$ cat config.mk
export PLATFORM = sky130hd
export DESIGN_NAME = lz11d_front_flat
export DESIGN_NICKNAME = d
export VERILOG_FILES = /design/src/rtl/lz11d_pkg.sv /design/src/rtl/lz11_if.sv /design/src/rtl/lz11d_front.sv /design/src/flat_wrapper.sv
export SDC_FILE = /design/constraint.sdc
export NUM_CORES = 1
export LEC_CHECK = 0
export BUFFER_PORTS_ARGS = -buffer_cell sky130_fd_sc_hd__clkbuf_2
export CAP_MARGIN = 10
export CELL_PAD_IN_SITES_DETAIL_PLACEMENT = 0
export CELL_PAD_IN_SITES_GLOBAL_PLACEMENT = 1
export CORE_MARGIN = 2
export CORE_UTILIZATION = 40
export CTS_CLUSTER_DIAMETER = 50
export DETAILED_ROUTE_END_ITERATION = 8
export GPL_ROUTABILITY_DRIVEN = 1
export PLACE_DENSITY = 0.84
export SYNTH_ARGS = -nofsm -noshare
export SYNTH_HDL_FRONTEND = slang
export SYNTH_SLANG_ARGS = --single-unit
$ cat constraint.sdc
create_clock -name clk_i -period 2.6 [get_ports clk_i]
set_clock_uncertainty 0.1 [all_clocks]
set_input_delay 0.26 -clock clk_i [delete_from_list [all_inputs] [get_ports clk_i]]
set_output_delay 0.26 -clock clk_i [all_outputs]
set_load 0.01 [all_outputs]
$ cat src/rtl/lz11d_pkg.sv
// ----------------------------------------------------------------------------
// lz11d_pkg
// Shared types and constants for the LZ11 stream decompressor.
// ----------------------------------------------------------------------------
`default_nettype none

package lz11d_pkg;

  localparam int unsigned WindowDepth = 4096;
  localparam int unsigned GroupSize   = 8;

  localparam logic [7:0] HeaderFlag = 8'h11;

  // result status codes
  localparam logic [2:0] StOk        = 3'd0;
  localparam logic [2:0] StBadHeader = 3'd1;
  localparam logic [2:0] StTooFar    = 3'd2;
  localparam logic [2:0] StTruncated = 3'd3;
  localparam logic [2:0] StRefused   = 3'd4;

  // item opcodes
  localparam logic OpFeed = 1'b0;
  localparam logic OpPull = 1'b1;

  typedef enum logic [2:0] {
    PhHeader = 3'd0,
    PhExt    = 3'd1,
    PhItem   = 3'd2,
    PhCopy   = 3'd3,
    PhDone   = 3'd4
  } phase_e;

  typedef struct packed {
    logic       opcode;
    logic [7:0] in_byte;
    logic       in_last;
  } item_t;

  typedef struct packed {
    logic [7:0] out_byte;
    logic       out_valid;
    logic       copy_pending;
    logic       done_res;
    logic [2:0] status;
  } res_t;

endpackage

`default_nettype wire

$ cat src/rtl/lz11_if.sv
// ----------------------------------------------------------------------------
// lz11_in_if / lz11_out_if
// Valid/ready channels carrying decompressor requests and results.
// ----------------------------------------------------------------------------
`default_nettype none

interface lz11_in_if;
  logic       valid;
  logic       ready;
  logic       opcode;
  logic [7:0] in_byte;
  logic       in_last;
  modport source (output valid, opcode, in_byte, in_last, input ready);
  modport sink (input valid, opcode, in_byte, in_last, output ready);
endinterface


`default_nettype wire

$ cat src/rtl/lz11d_front.sv
// ----------------------------------------------------------------------------
// lz11d_front
// Two-entry request queue between the input channel and the decoder.
// ----------------------------------------------------------------------------
`default_nettype none

module lz11d_front (
  input  wire              clk_i,
  input  wire              rst_ni,
  lz11_in_if.sink          in_i,
  output logic             q_valid_o,
  output lz11d_pkg::item_t q_item_o,
  input  wire              q_pop_i
);

  lz11d_pkg::item_t slot_q [2];
  logic             wr_ptr_q, rd_ptr_q;
  logic [1:0]       cnt_q;
  logic             push;

  assign in_i.ready = (cnt_q != 2'd2);
  assign push       = in_i.valid && in_i.ready;
  assign q_valid_o  = (cnt_q != 2'd0);
  assign q_item_o   = slot_q[rd_ptr_q];

  // queue storage
  always_ff @(posedge clk_i) begin
    if (push) begin
      slot_q[wr_ptr_q] <= '{opcode: in_i.opcode, in_byte: in_i.in_byte,
                             in_last: in_i.in_last};
    end
  end

  // pointers and fill count
  always_ff @(posedge clk_i or negedge rst_ni) begin
    if (!rst_ni) begin
      wr_ptr_q <= 1'b0;
      rd_ptr_q <= 1'b0;
      cnt_q    <= 2'd0;
    end else begin
      if (push) wr_ptr_q <= ~wr_ptr_q;
      if (q_pop_i) rd_ptr_q <= ~rd_ptr_q;
      case ({push, q_pop_i})
        2'b10:   cnt_q <= cnt_q + 2'd1;
        2'b01:   cnt_q <= cnt_q - 2'd1;
        default: cnt_q <= cnt_q;
      endcase
    end
  end

endmodule

`default_nettype wire

$ cat src/flat_wrapper.sv
// flat-port wrapper written by rule: the top's interface ports become plain ports
module lz11d_front_flat 
  (clk_i, rst_ni, q_valid_o, q_item_o, q_pop_i, in_i_valid, in_i_opcode, in_i_in_byte, in_i_in_last, in_i_ready);
  lz11_in_if in_i_i ();
  input  wire clk_i;
  input  wire rst_ni;
  output logic q_valid_o;
  output lz11d_pkg::item_t q_item_o;
  input  wire q_pop_i;
  input wire logic [$bits(in_i_i.valid)-1:0] in_i_valid;
  input wire logic [$bits(in_i_i.opcode)-1:0] in_i_opcode;
  input wire logic [$bits(in_i_i.in_byte)-1:0] in_i_in_byte;
  input wire logic [$bits(in_i_i.in_last)-1:0] in_i_in_last;
  output wire logic [$bits(in_i_i.ready)-1:0] in_i_ready;
  assign in_i_i.valid = in_i_valid;
  assign in_i_i.opcode = in_i_opcode;
  assign in_i_i.in_byte = in_i_in_byte;
  assign in_i_i.in_last = in_i_in_last;
  assign in_i_ready = in_i_i.ready;
  lz11d_front u_core (.clk_i(clk_i), .rst_ni(rst_ni), .in_i(in_i_i), .q_valid_o(q_valid_o), .q_item_o(q_item_o), .q_pop_i(q_pop_i));
endmodule
* Word level (Yosys, flattened, before mapping)
Memory sizes are Yosys's and may differ from the RTL's. Index checks and enable logic that the tools add are counted.
Storage, ports and cells: bits in registers 4, logic and storage cells 17, output and inout bits 12, memories 1, memory bits (writable) 20, input port bits 14
Memories:
- u_core.slot_q | words 2, width 10, rd ports 1, clocked after memory_dff 0, write ports 1, line lz11d_front.sv:16 | lz11d_pkg::item_t slot_q [2];
Cells by class: mux-type cells 3, add/sub/neg operators 2, equal/unequal tests 3, reduce and logical (&&, ||, !) cells 3, bitwise logic cells 2
Operator list (number):
- 2-bit case mux with 2 select lines | 1
- 2-bit nonzero test | 2
- 2-bit by 1-bit adder with 2-bit output (second input constant) | 1
- 2-bit by 1-bit equality test with 1-bit output (second input constant) | 1
- 2-bit equality test (second input constant) | 1
- 1-bit 2-to-1 mux | 2
- 2-bit inequality test (second input constant) | 1
- 1-bit inverter | 2
- 2-bit by 1-bit subtractor with 2-bit output (second input constant) | 1
- 1-bit logical AND | 1

* Depth between registers and ports, before layout
Gate-level depths: netlist of run 1.
word-level depth 4, gate-level depth with buffers 6, depth with buffers taken out 6

* Least setup slack after synthesis of run 1
OpenSTA, ideal clock, no wires.
path type register -> register, start point register u_core.cnt_q[0], end point memory u_core.slot_q[0][0] (netlist bit), enable pin, stages on the path, launching flop included 4, path slack 1.036 ns, required time 2.124 ns, setup time 0.376 ns, path buffers 0, period minus slack after synthesis 1.564 ns, data arrival time 1.088 ns, cell sequence dfrtp_1 -> nand2b_2 -> nand2_2 -> nor2_1
Between the ends: cells in the longest elaborated chain, start to end 4
Ends and longest elaborated chain:
- from (decl) | line lz11d_front.sv:18 | logic [1:0] cnt_q;
- from (signal assigned) | line lz11d_front.sv:44 | 2'b10: cnt_q <= cnt_q + 2'd1;
- from (signal assigned) | line lz11d_front.sv:45 | 2'b01: cnt_q <= cnt_q - 2'd1;
- from (signal assigned) | line lz11d_front.sv:46 | default: cnt_q <= cnt_q;
- 2-bit inequality test | line lz11d_front.sv:21 | assign in_i.ready = (cnt_q != 2'd2);
- via in_i_ready | line flat_wrapper.sv:14 | output wire logic [$bits(in_i_i.ready)-1:0] in_i_ready;
- 1-bit logical AND | line lz11d_front.sv:22 | assign push = in_i.valid && in_i.ready;
- 1-bit 2-to-1 mux | line lz11d_front.sv:28 | if (push) begin
- 1-bit 2-to-1 mux (not written as such) | line lz11d_front.sv:29 | slot_q[wr_ptr_q] <= '{opcode: in_i.opcode, in_byte: in_i.in_byte,
- to (decl) | line lz11d_front.sv:16
The timed path passes the listed nets, and every way through them passes these cells.

==> flow_summary.json, run 1 <==
{
  "status": "completed",
  "clock_tree.root_cell": "clkbuf_4",
  "placed_cells": 100,
  "yosysTopAreaCell": "edfxtp_1",
  "p_leak_nw": 0.439,
  "synth_cells": 47,
  "power_frac_comb": 0.314,
  "postSynthAreaPerCell_um2": 19.4,
  "slew_violations": 0,
  "syn_area_um2": 912,
  "core_area_um2": 2190,
  "routed_wl_um": 1110,
  "cts_sinks": 24,
  "track_usage": 0.0979,
  "holdCritPathClass": "primary input to flip-flop",
  "drive_above_1_share": 0.408,
  "synth_top_area_share": 0.658,
  "grt.overflow.total": 0,
  "antenna_found_initial": 0,
  "crit_path_start": "u_core.rd_ptr_q",
  "htree_levels": 1,
  "fin_crit_sh": 0.698,
  "slew_headroom": 0.694,
  "drtIter0Drc": 2,
  "synth-main-ff-cell": "edfxtp_1",
  "yosysWarnings": 0,
  "place_area_um2": 1070,
  "fp.dieW_um": 51.8,
  "holdPathStages": 1,
  "clockPowerShare": 0.132,
  "async_flop_share": 0.167,
  "final_nets": 93,
  "hp-start": "in_i_in_byte[4]",
  "cts_repair_resize_count": 0,
  "portBuffers": 25,
  "cts_inserted_buffers": 3,
  "grt_pass1_wl_um": 1840,
  "die_h_um": 51.8,
  "routabilityCongestion": 0.607,
  "vias": 464,
  "critical_path_class": "flip-flop to output port",
  "cts_tree": "yes",
  "timing.rr.end": "u_core.slot_q[1][2]",
  "crit_fanout": 11,
  "post-cts-setup-buffer-count": 0,
  "rows": 17,
  "grt_setup_unrepaired": "false",
  "area_growth_pct": 21.1,
  "start_util": 0.416,
  "cts_max_path_buffers": 2,
  "insertion_delay_ps": 290,
  "critPathCaptureType": "output port",
  "detail_route.vias_per_cell": 4.46,
  "r2r_start": "u_core.cnt_q[0]",
  "finalInstanceArea_um2": 1100,
  "whs_endpoint": "u_core.slot_q[1][5]",
  "drv_cap": 0,
  "synth_cell_type_count": 12,
  "final_antenna_net_count": 0,
  "drt_pass1_iterations": 2,
  "die_area_um2": 2680,
  "clkSlewWorstSetupHoldPaths_ps": 110,
  "fill_cells": 208,
  "grt_pass1_vias": 450,
  "swShare": 0.300,
  "max_freq_ghz": 0.551,
  "tns_ps": 0,
  "arrival_ps": 1450,
  "dp_hpwl_um": 833,
  "grt_max_degree": 13,
  "synth.area.top_cells": "edfxtp_1 66%, mux2_1 12%, dfrtp_1 11%",
  "hold_viol": 0,
  "worstSetupStartpointType": "flip-flop",
  "seq_area_frac_synth": 0.768,
  "power_density_nw_per_um2": 983,
  "yosys-top-cells-count": "20 x edfxtp_1, 10 x mux2_1, 4 x dfrtp_1",
  "boundaryPins": 26,
  "finalNonFillerCells": 104,
  "reg2reg_slack_ps": 1140,
  "fin_crit_ps": 1810,
  "pwr-share-seq": 0.554,
  "p_sw_mw": 0.326,
  "intPower_mw": 0.760,
  "worst-slew-pin-transition_ps": 459,
  "setup_viol": 0,
  "syn_nets": 62,
  "post_drt_wl_per_cell_um": 10.7,
  "drc": 0,
  "vdd_drop_max_mv": 0.511,
  "worstRegToRegCells": 2,
  "cp_data_required_time_ps": 2240,
  "synth_edf_count": 20,
  "antenna_cells": 0,
  "ys_seq_elements": 24,
  "synth.most_common_cell": "edfxtp_1"
}
through the flow:
step	setup WS [ps]	util	hold WS, ps	power, mW
5_1_grt	682	0.504	31.0	1.16
2_1_floorplan	1040	-	-136	0.831
3_3_place_gp	1120	0.489	-23.5	0.953
4_1_cts	741	0.504	36.0	1.10
3_5_place_dp	1090	0.489	-19.5	0.959
6_report	786	0.504	47.1	1.09
flip-flops by register name (all words and copies together) (netlist names):
register         count
u_core.slot_q       20
u_core.wr_ptr_q      1
u_core.cnt_q         2
u_core.rd_ptr_q      1
power by group through the flow:
stage          clock, mW  sequential (mW)  combinational [mW]
2_1_floorplan          0            0.575               0.257
3_3_place_gp           0            0.608               0.344
3_5_place_dp           0            0.615               0.344
4_1_cts            0.150            0.606               0.349
5_1_grt            0.161            0.618               0.379
6_report           0.143            0.602               0.342
routing by layer:
| metal | share of wire | track usage |
|---|---|---|
| met1 | 0.44 | 0.118 |
| met2 | 0.47 | 0.158 |
| met3 | 0.074 | 0.0287 |
| met4 | 0.015 | 0.0526 |
| met5 | 0 | 0 |
worst max-delay path by stage:
stage	end	slack (ps)	cells past startpoint
6_report	q_item_o[1]	790	2
4_1_cts	q_item_o[1]	740	2
5_1_grt	q_item_o[1]	680	2
3_5_place_dp	q_item_o[1]	1090	2
2_1_floorplan	u_core.slot_q[0][0]	1040	3
3_3_place_gp	q_item_o[1]	1120	2
area by class of cell:
cell class / instances / area (µm²) / share of cell area
Sequential cell: 24 / 701 / 0.634
Timing Repair Buffer: 27 / 143 / 0.129
Tap cell: 28 / 35.0 / 0.0317
Multi-Input combinational cell: 22 / 204 / 0.185
Clock buffer: 3 / 22.5 / 0.0204
kinds of logic (layout without fill, tap and decap cells):
| group | count (synthesis) | after routing | share of synthesized area |
|---|---|---|---|
| AND/OR/NAND/NOR | 6 | 6 | 0.0384 |
| adder cells (fa/ha/maj) | 1 | 1 | 0.0137 |
| flip-flops | 24 | 24 | 0.768 |
| multiplexers | 10 | 10 | 0.123 |
| XOR/XNOR | 5 | 5 | 0.0480 |
| buffers and inverters | 1 | 30 | 0.00823 |
layout by cell type, fill, tap and decap left out, drive strengths merged:
master,count
buf,1
clkbuf,28
and3,1
xor2,2
nor2,2
mux2,10
nand2b,1
xnor2,3
or2,1
nand2,1
ha,1
edfxtp,20
dfrtp,4
dlygate4sd3,1
worst max-delay path, cell delays in order (launching register included):
cell and delay [ps]:
dfrtp_1 640, mux2_1 390, clkbuf_2 130
timing repair:
| action | CTS | global route |
|---|---|---|
| hold endpoints to repair | 4 | 0 |
| hold buffers | 1 | 0 |
| endpoints found under the setup margin | 0 | 0 |
(Power assumes the default switching activity.)
==> run 2, diff against run 1 <==
--- a/config.mk
+++ b/config.mk
@@ -10,11 +10,11 @@
 export CELL_PAD_IN_SITES_DETAIL_PLACEMENT = 0
 export CELL_PAD_IN_SITES_GLOBAL_PLACEMENT = 1
 export CORE_MARGIN = 2
-export CORE_UTILIZATION = 40
+export CORE_UTILIZATION = 37
 export CTS_CLUSTER_DIAMETER = 50
 export DETAILED_ROUTE_END_ITERATION = 8
 export GPL_ROUTABILITY_DRIVEN = 1
-export PLACE_DENSITY = 0.84
+export PLACE_DENSITY = 0.82
 export SYNTH_ARGS = -nofsm -noshare
 export SYNTH_HDL_FRONTEND = slang
 export SYNTH_SLANG_ARGS = --single-unit
==> constraint.sdc (replaced) <==
create_clock -name clk_i -period 1.5 [get_ports clk_i]
set_clock_uncertainty 0.1 [all_clocks]
set_input_delay 0.15 -clock clk_i [delete_from_list [all_inputs] [get_ports clk_i]]
set_output_delay 0.15 -clock clk_i [all_outputs]
set_load 0.01 [all_outputs]
==> run 2 against run 1 <==
Against the previous run: critical path type unchanged; the flow now finishes with violations (negative setup slack); first-iteration DRC count grew to 4.5 times the previous value; highest routed layer is now met3; die area up 7.5%; hold slack better by 13 ps.
==> flow_summary.json, run 2 (synthesis gave the netlist of run 1 again) <==
{
  "clock_tree.root_cell": "clkbuf_4",
  "core_area_um2": 2280,
  "wl_met3_um": 71,
  "cts_tree": "yes",
  "regMostFlops": "u_core.slot_q",
  "max_freq_ghz": 0.645,
  "hold_viol": 0,
  "routed_wl_um": 1510,
  "largest_reg_flops": 20,
  "grt_setup_unrepaired": "true",
  "cts_max_path_buffers": 2,
  "drc": 0,
  "finalInstanceArea_um2": 1340,
  "fp.dieW_um": 53.7,
  "worst-slew-pin-transition_ps": 244,
  "power_density_nw_per_um2": 1710,
  "grt_pass1_wl_um": 2340,
  "grt_max_degree": 14,
  "fin_crit_ps": 1550,
  "cp.buffers_inverters": 2,
  "post-place-ws_ps": 66.0,
  "drt_pass1_iterations": 3,
  "drv_cap": 0,
  "clkSlewWorstSetupHoldPaths_ps": 120,
  "critical_path_class": "flip-flop to output port",
  "final_nets": 109,
  "start_util": 0.401,
  "worstSetupStartpointType": "flip-flop",
  "worstRegToRegCells": 5,
  "antenna_cells": 0,
  "drtIter0Drc": 9,
  "cts_inserted_buffers": 3,
  "finalPower_mw": 2.29,
  "insertion_delay_ps": 300,
  "cp_top_family": "flip-flops",
  "track_usage": 0.120,
  "status": "finished with violations",
  "grt_pass1_vias": 551,
  "rows": 17,
  "die_h_um": 53.7,
  "critPathSlowestCell": "dfrtp_2",
  "slew_violations": 0,
  "setup_viol": 10,
  "drive_above_1_share": 0.548,
  "routabilityCongestion": 0.607,
  "vias": 545,
  "reg2reg_slack_ps": 100,
  "vdd_drop_max_mv": 1.07,
  "detail_route.vias_per_cell": 4.50,
  "final_antenna_net_count": 0,
  "reg_top3": "u_core.slot_q x20, u_core.cnt_q x2",
  "boundaryPins": 26,
  "place_area_um2": 1090,
  "dp_hpwl_um": 1020,
  "fin_crit_sh": 1.03,
  "area_growth_pct": 46.6,
  "dr.max_layer_used": "met3",
  "fill_cells": 189,
  "worst-path-stages": 3,
  "layout_commonest_cell": "clkbuf_2",
  "cpPeakStageDelay_ps": 430,
  "critPathCaptureType": "output port",
  "portBuffers": 25,
  "post_drt_wl_per_cell_um": 12.5,
  "p_leak_nw": 0.558,
  "fin_ws_ps": -50.0,
  "slew_headroom": 0.838,
  "arrival_ps": 1300,
  "whs_ps": 59.8,
  "htree_levels": 1,
  "most-common-layout-cells": "22 x clkbuf_2, 20 x edfxtp_1, 12 x dlygate4sd3_1",
  "die_area_um2": 2880,
  "antenna_found_initial": 0,
  "holdCritPathClass": "primary input to async pin",
  "grt.overflow.total": 0,
  "path_cells": "buf_6 > mux2_4 > clkbuf_2",
  "violations": "negative setup slack",
  "wl_met2_um": 748,
  "cp_data_required_time_ps": 1250,
  "wl_met1_um": 690,
  "cts_sinks": 24,
  "tns_ps": -369,
  "crit_fanout": 6
}
-- run 2: cell types whose count changed in the layout (fill, tap and decap cells not counted), moves of 2 or more --
cell,previous run,this run
buf_6,0,5
clkbuf_2,25,22
mux2_1,10,0
buf_4,1,3
nor2_2,0,2
nor2_1,2,0
mux2_4,0,10
dlygate4sd3_1,1,12
-- run 2: final timing paths --
check,from,to
worst max-delay path,u_core.rd_ptr_q,q_item_o[0]
min in group clk_i,in_i_valid,u_core.wr_ptr_q
max in group asynchronous,rst_ni,u_core.rd_ptr_q
worst min-delay path,rst_ni,u_core.cnt_q[1]
worst max register to register,u_core.cnt_q[0],u_core.cnt_q[1]
worst min register to register,u_core.wr_ptr_q,u_core.wr_ptr_q
-- run 2: power by group --
group	internal, mW	total, mW	leakage (nW)	switching (mW)
Combinational	0.575	1.01	0.312	0.433
Clock	0.104	0.274	0.0150	0.170
Sequential	0.928	1.00	0.231	0.0751
-- run 2: metrics by stage --
step                std cells   util
finish                    121  0.588
global route              121  0.588
CTS                       121  0.573
detailed placement        102  0.479
global placement          102  0.479
floorplan                  47      -
-- run 2: cell type report --
type,instances,area (µm²),share of cell area
flip-flops and latches,24,702,0.525
well taps,28,35.0,0.0262
repair buffers,43,314,0.235
clock buffers,4,26.3,0.0196
multi-input cells,22,260,0.195
-- run 2: metal layers --
layer  global-route usage  vias up
li1                     -      268
met1                0.148      259
met2                0.206       18
met3               0.0250        0
met4               0.0513        0
met5                    0        -
-- run 2: repair_timing --
item,4_1_cts,5_1_grt
endpoints found under the hold margin,25,0
setup endpoints to repair,10,22
gates resized for setup,14,9
hold buffers,12,0
pin swaps,0,1
buffers inserted,3,0
cloned,0,0
==> run 3, diff against run 2 <==
--- a/config.mk
+++ b/config.mk
@@ -14,7 +14,7 @@
 export CTS_CLUSTER_DIAMETER = 50
 export DETAILED_ROUTE_END_ITERATION = 8
 export GPL_ROUTABILITY_DRIVEN = 1
-export PLACE_DENSITY = 0.82
+export PLACE_DENSITY = 0.8
 export SYNTH_ARGS = -nofsm -noshare
 export SYNTH_HDL_FRONTEND = slang
 export SYNTH_SLANG_ARGS = --single-unit
==> run 3 against run 2 <==
Against the previous run: the flow still finishes with violations (negative setup slack); cell count unchanged; first-iteration DRC count grew 33%; utilization up 1.3 points; critical endpoint is now q_item_o[5]; largest cell class unchanged.
==> flow_summary.json, run 3 (synthesis gave the netlist of run 1 again) <==
{
  "grt_pass1_vias": 518,
  "worst-slew-pin-transition_ps": 436,
  "critPathSlowestCell": "dfrtp_2",
  "slew_violations": 0,
  "crit_fanout": 5,
  "reg_top3": "u_core.slot_q x20, u_core.cnt_q x2",
  "fp.dieW_um": 53.7,
  "die_h_um": 53.7,
  "arrival_ps": 1310,
  "antenna_cells": 0,
  "hp-start": "in_i_valid",
  "portBuffers": 25,
  "clkSlewWorstSetupHoldPaths_ps": 120,
  "track_usage": 0.115,
  "fin_ws_ps": -61.2,
  "finalPower_mw": 2.36,
  "cts_max_path_buffers": 2,
  "p_leak_nw": 0.568,
  "vdd_drop_max_mv": 1.19,
  "post_drt_wl_per_cell_um": 12.6,
  "drc": 0,
  "crit_path_start": "u_core.rd_ptr_q",
  "cp_data_required_time_ps": 1250,
  "power_density_nw_per_um2": 1730,
  "drtIter0Drc": 12,
  "start_util": 0.401,
  "drive_above_1_share": 0.538,
  "core_area_um2": 2280,
  "boundaryPins": 26,
  "reg2reg_slack_ps": 70,
  "utilization": 0.601,
  "regMostFlops": "u_core.slot_q",
  "routed_wl_um": 1520,
  "path_common_cell": "buf_6",
  "drv_cap": 0,
  "clock_tree.root_cell": "clkbuf_4",
  "slew_headroom": 0.709,
  "drt_pass1_iterations": 4,
  "status": "finished with violations",
  "cts_tree": "yes",
  "grt.overflow.total": 0,
  "routabilityCongestion": 0.562,
  "violations": "negative setup slack",
  "fin_crit_sh": 1.04,
  "whs_ps": 52.5,
  "layout_commonest_cell": "edfxtp_1",
  "grt_pass1_wl_um": 2210,
  "grt.busiest_layer": "met2",
  "fin_crit_ps": 1560,
  "most-common-layout-cells": "20 x edfxtp_1, 17 x clkbuf_2, 12 x dlygate4sd3_1",
  "vias": 545,
  "placed_cells": 101,
  "critPathCaptureType": "output port",
  "grt_setup_unrepaired": "true",
  "cts_sinks": 24,
  "met3_usage": 0.0417,
  "antenna_found_initial": 0,
  "max_freq_ghz": 0.641,
  "holdCritPathClass": "primary input to flip-flop",
  "insertion_delay_ps": 300,
  "area_growth_pct": 49.9,
  "gr-usage-met1": 0.130,
  "detail_route.vias_per_cell": 4.50,
  "htree_levels": 1,
  "cpPeakStageDelay_ps": 440,
  "cts_inserted_buffers": 3,
  "die_area_um2": 2880,
  "final_antenna_net_count": 0,
  "setup_viol": 10,
  "r2r_start": "u_core.cnt_q[0]",
  "path_cells": "buf_6 > mux2_4 > buf_6",
  "hold_viol": 0,
  "final_nets": 109,
  "finalNonFillerCells": 121,
  "worstSetupStartpointType": "flip-flop",
  "critical_path_class": "flip-flop to output port",
  "grt_max_degree": 14,
  "largest_reg_flops": 20,
  "rows": 17,
  "met2_usage": 0.202
}
## run 3: cell types whose count changed in the layout (fill, tap and decap cells not counted), sizes merged
cell,previous run,this run
clkinv,0,1
clkbuf,26,20
buf,9,14
## run 3: metrics by stage
step	TNS (ps)	cell area (µm²)	worst slack, ps
after floorplan	0	915	90.5
after global placement	0	1080	99.2
after detailed placement	0	1080	86.5
after CTS	-651	1310	-74.4
after global routing	-1100	1370	-119
final	-551	1370	-61.2
## run 3: path summary, 6_finish.rpt
kind | to | cells past startpoint
max | q_item_o[5] | 3
min | u_core.wr_ptr_q | 3
max reg2reg | u_core.slot_q[1][9] | 2
min reg2reg | u_core.wr_ptr_q | 1
max in group asynchronous | u_core.rd_ptr_q | 2
min in group asynchronous | u_core.wr_ptr_q | 2
## run 3: what timing repair did
| item | CTS | global route |
|---|---|---|
| gates resized for setup | 14 | 18 |
| hold endpoints to repair | 25 | 0 |
| hold buffers | 12 | 0 |
| endpoints found under the setup margin | 10 | 12 |
| buffers inserted | 4 | 0 |
| pin swaps | 0 | 0 |
## run 3: critical path, delay by kind of cell (launching register included)
kind	cells	cell delay [ps]
DFF	1	440
muxes	1	300
buffers and inverters	2	260
## run 3: power breakdown
group | switching [mW] | leakage [nW] | total, mW | internal [mW]
sequential | 0.0832 | 0.231 | 1.01 | 0.929
clock | 0.169 | 0.0154 | 0.266 | 0.0970
combinational | 0.437 | 0.321 | 1.08 | 0.645
## run 3: layout make-up
type | instances | area (µm²)
Fill cell | 186 | 908
Multi-Input combinational cell | 22 | 259
Sequential cell | 24 | 702
Timing Repair Buffer | 43 | 345
Clock buffer | 3 | 22.5
Clock inverter | 1 | 3.75
Tap cell | 28 | 35.0
## run 3: layer usage
layer	share of wire	wire length, µm
met5	0	0
met4	0.0066	10
met3	0.070	106
met2	0.49	745
met1	0.43	659
